<file path="src/swm_pkg.sv">
// ----------------------------------------------------------------------------
// swm_pkg: shared types and constants of the star wildcard matcher
// character codes, command codes and the structs passed along the cell chain
// ----------------------------------------------------------------------------
package swm_pkg;

  localparam logic [7:0] STAR_CH = 8'h2A;
  localparam logic [7:0] DOT_CH  = 8'h2E;

  typedef enum logic [1:0] {
    CMD_CLEAR  = 2'd0,
    CMD_APPEND = 2'd1,
    CMD_NAME   = 2'd2,
    CMD_EMPTY  = 2'd3
  } swm_cmd_e;

  // broadcast control, same for every cell
  typedef struct packed {
    logic       clear;       // drop the whole pattern
    logic       append;      // store ch in the first empty cell
    logic       step;        // advance the reach bits by one name character
    logic       from_start;  // first character of a name: use start closure
    logic [7:0] ch;
  } swm_ctrl_t;

  // handed from cell i to cell i+1
  typedef struct packed {
    logic valid;      // left cell holds a pattern character
    logic fwd_match;  // left cell literal matched, reaches this position
    logic fwd_close;  // left star reached, closure carries into this position
    logic start;      // start closure reaches this position
  } swm_link_t;

endpackage

</file>
<file path="src/swm_cell.sv">
// ----------------------------------------------------------------------------
// swm_cell: one pattern position of the star wildcard matcher
// holds one pattern character, its valid bit and its reach bit
// ----------------------------------------------------------------------------
module swm_cell import swm_pkg::*; (
  input  logic      clk_i,
  input  logic      rst_ni,
  input  swm_ctrl_t ctrl_i,
  input  swm_link_t link_i,
  output swm_link_t link_o,
  output logic      hit_o,
  output logic      start_hit_o
);

  logic [7:0] pat_q;
  logic       valid_q;
  logic       reach_q;
  logic       reach_d;
  logic       is_star;
  logic       lit_hit;
  logic       reach_eff;
  logic       is_end;
  logic       load;

  assign is_star   = valid_q & (pat_q == STAR_CH);
  assign lit_hit   = valid_q & (pat_q != STAR_CH) & (pat_q == ctrl_i.ch);
  assign reach_eff = ctrl_i.from_start ? link_i.start : reach_q;

  // a star holds its own reach, literals and closure come in from the left
  assign reach_d = (reach_eff & is_star) | link_i.fwd_match | link_i.fwd_close;

  assign link_o.valid     = valid_q;
  assign link_o.fwd_match = reach_eff & lit_hit;
  assign link_o.fwd_close = reach_d & is_star;
  assign link_o.start     = link_i.start & is_star;

  // this position is the pattern length when left is filled and this one is not
  assign is_end      = link_i.valid & ~valid_q;
  assign hit_o       = reach_d & is_end;
  assign start_hit_o = link_i.start & is_end;

  assign load = ctrl_i.append & link_i.valid & ~valid_q;

  always_ff @(posedge clk_i or negedge rst_ni) begin
    if (!rst_ni) begin
      valid_q <= 1'b0;
      reach_q <= 1'b0;
    end else begin
      if (ctrl_i.clear) begin
        valid_q <= 1'b0;
      end else if (load) begin
        valid_q <= 1'b1;
      end
      if (ctrl_i.step) begin
        reach_q <= reach_d;
      end
    end
  end

  always_ff @(posedge clk_i) begin
    if (load) begin
      pat_q <= ctrl_i.ch;
    end
  end

endmodule

</file>
<file path="src/star_wildcard_matcher_top.sv">
// ----------------------------------------------------------------------------
// star_wildcard_matcher_top: glob matcher with '*' as the only wildcard
// pattern held in a chain of cells, name characters streamed, while in_ready_o is high, one per cycle
// ----------------------------------------------------------------------------
//
//  channel  | direction | handshake               | payload
//  ---------+-----------+-------------------------+--------------------------------
//  input    | in        | in_valid_i / in_ready_o | cmd_i, ch_i, last_i
//  result   | out       | out_valid_o/ out_ready_i| matched_o, pattern_overflow_o
//
//  - one input transfer per cycle is sustained while in_ready_o is high
//  - the longest path is the star closure that ripples through all PAT_MAX
//    cells combinationally, like a carry chain
//  - a result reaches the output register the cycle after its transfer when
//    that register is free, otherwise it waits in the skid entry
//  - a two-entry output buffer (register plus skid) lets input continue while
//    a result waits; input stalls only when both entries are full
//  - after reset the pattern is empty and the next name starts fresh
//
module star_wildcard_matcher_top import swm_pkg::*; #(
  parameter int PAT_MAX = 64
) (
  input  logic       clk_i,
  input  logic       rst_ni,
  input  logic       in_valid_i,
  output logic       in_ready_o,
  input  logic [1:0] cmd_i,
  input  logic [7:0] ch_i,
  input  logic       last_i,
  output logic       out_valid_o,
  input  logic       out_ready_i,
  output logic       matched_o,
  output logic       pattern_overflow_o
);

  // cell chain wiring, link[0] is the virtual position before the first cell
  swm_link_t           link [PAT_MAX+1];
  logic [PAT_MAX:0]    hit_vec;
  logic [PAT_MAX:0]    start_hit_vec;
  swm_ctrl_t           ctrl;

  // name and pattern status
  logic at_start_q, at_start_d;
  logic hidden_q, hidden_d;
  logic ovf_q, ovf_d;

  // output buffer
  logic out_v_q, skid_v_q;
  logic out_m_q, out_o_q, skid_m_q, skid_o_q;

  logic     in_fire;
  swm_cmd_e cmd;
  logic     res_v;
  logic     res_m;
  logic     hidden_eff;

  assign in_ready_o = ~skid_v_q;
  assign in_fire    = in_valid_i & in_ready_o;
  assign cmd        = swm_cmd_e'(cmd_i);

  assign link[0].valid     = 1'b1;
  assign link[0].fwd_match = 1'b0;
  assign link[0].fwd_close = 1'b0;
  assign link[0].start     = 1'b1;

  genvar gi;
  generate
    for (gi = 0; gi < PAT_MAX; gi++) begin : g_cell
      swm_cell u_cell (
        .clk_i       (clk_i),
        .rst_ni      (rst_ni),
        .ctrl_i      (ctrl),
        .link_i      (link[gi]),
        .link_o      (link[gi+1]),
        .hit_o       (hit_vec[gi]),
        .start_hit_o (start_hit_vec[gi])
      );
    end
  endgenerate

  // position PAT_MAX: pattern completely full
  assign hit_vec[PAT_MAX] = (link[PAT_MAX].fwd_match | link[PAT_MAX].fwd_close)
                            & link[PAT_MAX].valid;
  assign start_hit_vec[PAT_MAX] = link[PAT_MAX].start & link[PAT_MAX].valid;

  // first name character decides whether the name is hidden
  assign hidden_eff = at_start_q ? (ch_i == DOT_CH) : hidden_q;

  always_comb begin
    ctrl.clear      = 1'b0;
    ctrl.append     = 1'b0;
    ctrl.step       = 1'b0;
    ctrl.from_start = at_start_q;
    ctrl.ch         = ch_i;
    at_start_d      = at_start_q;
    hidden_d        = hidden_q;
    ovf_d           = ovf_q;
    res_v           = 1'b0;
    res_m           = 1'b0;
    if (in_fire) begin
      case (cmd)
        CMD_CLEAR: begin
          ctrl.clear = 1'b1;
          ovf_d      = 1'b0;
          at_start_d = 1'b1;
          hidden_d   = 1'b0;
        end
        CMD_APPEND: begin
          ctrl.append = 1'b1;
          // append with every cell filled drops the character
          if (link[PAT_MAX].valid) begin
            ovf_d = 1'b1;
          end
          at_start_d = 1'b1;
          hidden_d   = 1'b0;
        end
        CMD_NAME: begin
          ctrl.step = 1'b1;
          if (last_i) begin
            res_v      = 1'b1;
            res_m      = (|hit_vec) & ~hidden_eff & ~ovf_q;
            at_start_d = 1'b1;
            hidden_d   = 1'b0;
          end else begin
            at_start_d = 1'b0;
            hidden_d   = hidden_eff;
          end
        end
        CMD_EMPTY: begin
          // empty name: matched only by an empty or all-star pattern
          res_v      = 1'b1;
          res_m      = (|start_hit_vec) & ~ovf_q;
          at_start_d = 1'b1;
          hidden_d   = 1'b0;
        end
        default: begin
          at_start_d = 1'b1;
        end
      endcase
    end
  end

  always_ff @(posedge clk_i or negedge rst_ni) begin
    if (!rst_ni) begin
      at_start_q <= 1'b1;
      hidden_q   <= 1'b0;
      ovf_q      <= 1'b0;
    end else begin
      at_start_q <= at_start_d;
      hidden_q   <= hidden_d;
      ovf_q      <= ovf_d;
    end
  end

  // output register with skid entry behind it
  always_ff @(posedge clk_i or negedge rst_ni) begin
    if (!rst_ni) begin
      out_v_q  <= 1'b0;
      skid_v_q <= 1'b0;
    end else if (skid_v_q) begin
      if (out_ready_i) begin
        skid_v_q <= 1'b0;
      end
    end else if (!out_v_q || out_ready_i) begin
      out_v_q <= res_v;
    end else if (res_v) begin
      skid_v_q <= 1'b1;
    end
  end

  always_ff @(posedge clk_i) begin
    if (skid_v_q) begin
      if (out_ready_i) begin
        out_m_q <= skid_m_q;
        out_o_q <= skid_o_q;
      end
    end else if (!out_v_q || out_ready_i) begin
      out_m_q <= res_m;
      out_o_q <= ovf_q;
    end else begin
      skid_m_q <= res_m;
      skid_o_q <= ovf_q;
    end
  end

  assign out_valid_o        = out_v_q;
  assign matched_o          = out_m_q;
  assign pattern_overflow_o = out_o_q;

endmodule
</file>
<file path="config.mk">
export PLATFORM = sky130hd
export DESIGN_NAME = star_wildcard_matcher_top
export DESIGN_NICKNAME = d
export VERILOG_FILES = /design/src/swm_pkg.sv /design/src/swm_cell.sv /design/src/star_wildcard_matcher_top.sv
export SDC_FILE = /design/constraint.sdc
export NUM_CORES = 1
export LEC_CHECK = 0
export BUFFER_PORTS_ARGS = -buffer_cell sky130_fd_sc_hd__buf_2
export CAP_MARGIN = 20
export CORE_MARGIN = 5
export CORE_UTILIZATION = 45
export DETAILED_ROUTE_END_ITERATION = 6
export PLACE_DENSITY = 0.6
export SLEW_MARGIN = 25
export SYNTH_ARGS = -nofsm -noshare
export SYNTH_HDL_FRONTEND = slang
export SYNTH_SLANG_ARGS = --single-unit
</file>
<file path="constraint.sdc">
create_clock -name clk_i -period 12.27 [get_ports clk_i]
set_input_delay 2.454 -clock clk_i [delete_from_list [all_inputs] [get_ports clk_i]]
set_output_delay 2.454 -clock clk_i [all_outputs]
set_load 0.01 [all_outputs]
</file>
==> impl_results.md <==
* Vias in the first global route at approximately 27k
* Max-slew headroom at 0.276
* Drt wl/cell at around 25 um
* Initial DRC count at approximately 3.3k
* Setup WS post-layout at approximately 4.4 ns
* Crit Path Category: primary input to register
* Largest stage delay, worst path at ~0.76 ns
* Fin nets at between 3k and 4k
* DR vias/cell at 6.25
* CP max stage cell: a221oi_2
* Fmax at 127 MHz
* Hold crit path type: register to register
* Async S/R FF share, synth at 0.205
* Slew Viols, Final at 0
* Setup Skew at roughly 0.028 ns
* Gr usage total at 0.249
* Ys flop type: edfxtp_1
* Hold-fix buffers, CTS at 0
* Total global routing overflow at 0
* Initial antenna violation count at 2
* Clock tree buffer depth at 3
* Hold slack final at around 0.47 ns
* H-tree Lvls at 3
* Clock sinks at around 650
* Area grow syn2layout at 10.1%
* Setup crit start: ch_i[6]
* Crit Path Max Fanout at 50
* Final Critical Period at 7.86 ns
* Largest net degree at the start of global routing at 86
* Crit path cell chain: buf_6 -> buf_4 -> xnor2_1 -> nand4_1 -> or4_1 -> nand4b_1 -> a221oi_2 -> o211ai_2 -> or4_4 -> o211ai_2 -> a21oi_1 -> a311oi_1 -> nand4_1 -> nor3_1 -> o2111ai_1 -> nor4_1 -> a31oi_1 -> a21o_1
* Vias at roughly 28k
* Final Setup Violations at 0
* IO Pins at 19
* Layout cells sized above 1 at 0.0901
* Post-Syn Instances at 3,287
* Switching power at about 1.1 mW
* Starting Density at 0.454
* Status: completed
* Crit path launch type: primary input
* Met2 Use GR at 0.378
* ANT cells at 0
* Final core occ at 0.500
* Die area at about 0.085 mm2
* Crit path capture type: register
* CP Data Arrival Time at roughly 8.2 ns
* Switching part of the total at 0.229
* Flop and latch count out of synthesis at approximately 650
* Setup TNS at 0 ns
* Synthesized net count at about 3.3k
* Dpl ws at 3.83 ns
* CP Depth at 18
* Clock-pin slew on the worst setup and hold paths at roughly 0.06 ns
* Leakage at ~12 nW
* Worst setup path end: matched_o
* Warnings from Yosys at 0
* Power share of the clock group at 0.451
* Power Density at 124 mW/mm2
* Number of synthesized flops with an enable pin at about 520
* Logic gate share of total power at 0.056
* Num rows at 103
* First-pass GRT wire length at roughly 170,000 um
* Number of max-cap violations at 0
* DP HPWL at around 76,000 um
* Cell area after layout at a little under 0.04 mm2
* Max VDD drop at around 120 uV
* # DRC at 0
* Critical R2R Capture: matched_o
* Post-Layout Cell Count at 4,400
* R2R Setup Slk at roughly 6.1 ns
* Clock root buffer: clkbuf_16
* RSZ-0062 raised after global routing: false
* Met3 Usage GRT at 0.0375
* GPL Wtd Cong at 0.974
* CP delay by family, top: compound AO/OA/AOI/OAI gates
* Gr busiest metal: met2
* Post-CTS sizing at 0
* Req. time, crit path at ~13 ns
* Syn Std Cell Area at 0.0359 mm2
* R2R Path Start: at_start_q
* Worst-Margin Slew at 1.08 ns
* Flop pwr share at 0.493
* Setup repair bufs after CTS at 0
* Sequential area share after synthesis at 0.525
* CTS tree: done
* Worst r2r path cells at 17
* Die Y at 292 um
* Die width at around 290 um
* Drt first pass iters at 5
* Netlist cell types at 107
* Met1 usage at 0.376
* Internal power at approximately 3.8 mW
* CP Buf/Inv Count at 2
* Period utilization at 0.640
* I/O Buffers at 18
* Final Hold Fails at 0
* Inst Count DP at 4,266
* Antenna Violating Nets Remaining at 0
* Avg Inst Size Synth at between 10 and 15 um2
* Cts bufs inserted at 74
* Core region area at between 0.07 and 0.08 mm2
* DP Area at approximately 0.037 mm2
* Clk_lat worst skew at 0.62 ns
* Total power at 4.91 mW
* Routed Wire Length at ~110,000 um
## state kept, by name, indices dropped and copies added (netlist names)
signal and flops:
skid_o_q 1, hidden_q 1, at_start_q 1, ovf_q 1, matched_o 1, pattern_overflow_o 1
g_cell.u_cell.valid_q 64, skid_v_q 1, g_cell.u_cell.pat_q 512, skid_m_q 1, out_valid_o 1, g_cell.u_cell.reach_q 64
## power by group through the flow
| stage | combinational [mW] | sequential, mW | clock (mW) |
|---|---|---|---|
| floorplan | 0.175 | 2.46 | 0 |
| global placement | 0.270 | 2.47 | 0 |
| detailed placement | 0.275 | 2.47 | 0 |
| CTS | 0.275 | 2.42 | 2.25 |
| global route | 0.296 | 2.43 | 2.35 |
| finish | 0.275 | 2.42 | 2.21 |
## cells in the mapped netlist, types with 15 or more instances
| master | number | area (um2) |
|---|---|---|
| nor3_1 | 77 | 385 |
| clkbuf_1 | 59 | 221 |
| buf_2 | 23 | 115 |
| buf_4 | 40 | 300 |
| nor4_1 | 88 | 551 |
| o31ai_1 | 16 | 120 |
| xnor2_1 | 328 | 2870 |
| inv_1 | 57 | 214 |
| dfrtp_1 | 132 | 3300 |
| nor4bb_1 | 43 | 430 |
| a21oi_1 | 79 | 395 |
| nand4_1 | 114 | 713 |
| nand2_1 | 263 | 987 |
| o22ai_1 | 19 | 119 |
| o211ai_1 | 15 | 113 |
| or3_1 | 17 | 106 |
| nor4b_2 | 15 | 225 |
| xor2_1 | 183 | 1600 |
| nor2_1 | 318 | 1190 |
| a211oi_1 | 15 | 113 |
| nand2b_1 | 35 | 219 |
| edfxtp_1 | 516 | 15500 |
| and2_1 | 26 | 163 |
| nor2b_1 | 32 | 200 |
| o21a_1 | 21 | 158 |
| nor4b_1 | 50 | 438 |
| nand3_1 | 176 | 881 |
| o21ai_0 | 129 | 646 |
| and3_1 | 66 | 413 |
| a31oi_1 | 33 | 206 |
## layout make-up
cell class,count,area (um2)
Clock buffer,96,2040
Clock inverter,38,392
Tap cell,1050,1310
Timing Repair Buffer,56,444
Multi-Input combinational cell,2454,16200
Fill cell,7011,39500
Sequential cell,649,18800
Inverter,57,214
## routing by layer
| layer | part of all wire | vias up |
|---|---|---|
| li1 | - | 12386 |
| met1 | 0.46 | 13753 |
| met2 | 0.44 | 1192 |
| met3 | 0.076 | 177 |
| met4 | 0.027 | 4 |
| met5 | 0.00025 | - |
## cell usage in the layout (no fill, tap or decap), types with 12 or more instances in the layout
cell type / count
nand3_1: 175
a211oi_1: 15
clkinv_2: 17
nor4b_1: 50
a31oi_1: 33
nor4_1: 87
nor2b_1: 32
nor3_2: 12
clkbuf_1: 13
nand2b_1: 35
nand4_1: 114
edfxtp_1: 516
o21ai_0: 128
or2_2: 13
or3_1: 17
buf_4: 37
nor2_1: 317
o31ai_1: 16
and3_1: 66
or4_1: 14
nor3_1: 66
nand2_1: 262
clkbuf_16: 75
nor4bb_1: 43
and4bb_2: 14
a21oi_1: 79
o211ai_1: 15
xor2_1: 183
dfrtp_1: 132
and2_1: 26
nor4b_2: 15
xnor2_1: 328
inv_1: 56
o21a_1: 21
o22ai_1: 19
## tightest hold or removal path: stages (launching register included)
cell,delay [ns]
dfrtp_1,0.34
nand2_1,0.05
nand2_1,0.05
## kinds of logic after synthesis
kind of cell | Yosys count | synth area share
flip-flops | 649 | 0.525
AO/OA/AOI/OAI | 509 | 0.0979
multiplexers | 3 | 0.000907
AND/OR/NAND/NOR | 1431 | 0.227
XOR/XNOR | 511 | 0.125
buffers and inverters | 184 | 0.0247
## worst min path at each step
stage	start	to	slack (ns)	cells after the start
floorplan	g_cell[32].u_cell.reach_q	g_cell[32].u_cell.reach_q	0.43	2
detailed placement	g_cell[37].u_cell.reach_q	g_cell[37].u_cell.reach_q	0.45	2
global route	g_cell[37].u_cell.reach_q	g_cell[37].u_cell.reach_q	0.49	2
CTS	g_cell[32].u_cell.reach_q	g_cell[32].u_cell.reach_q	0.47	2
global placement	g_cell[32].u_cell.reach_q	g_cell[32].u_cell.reach_q	0.45	2
finish	g_cell[32].u_cell.reach_q	g_cell[32].u_cell.reach_q	0.47	2
Power figures use the tool's default switching activity.
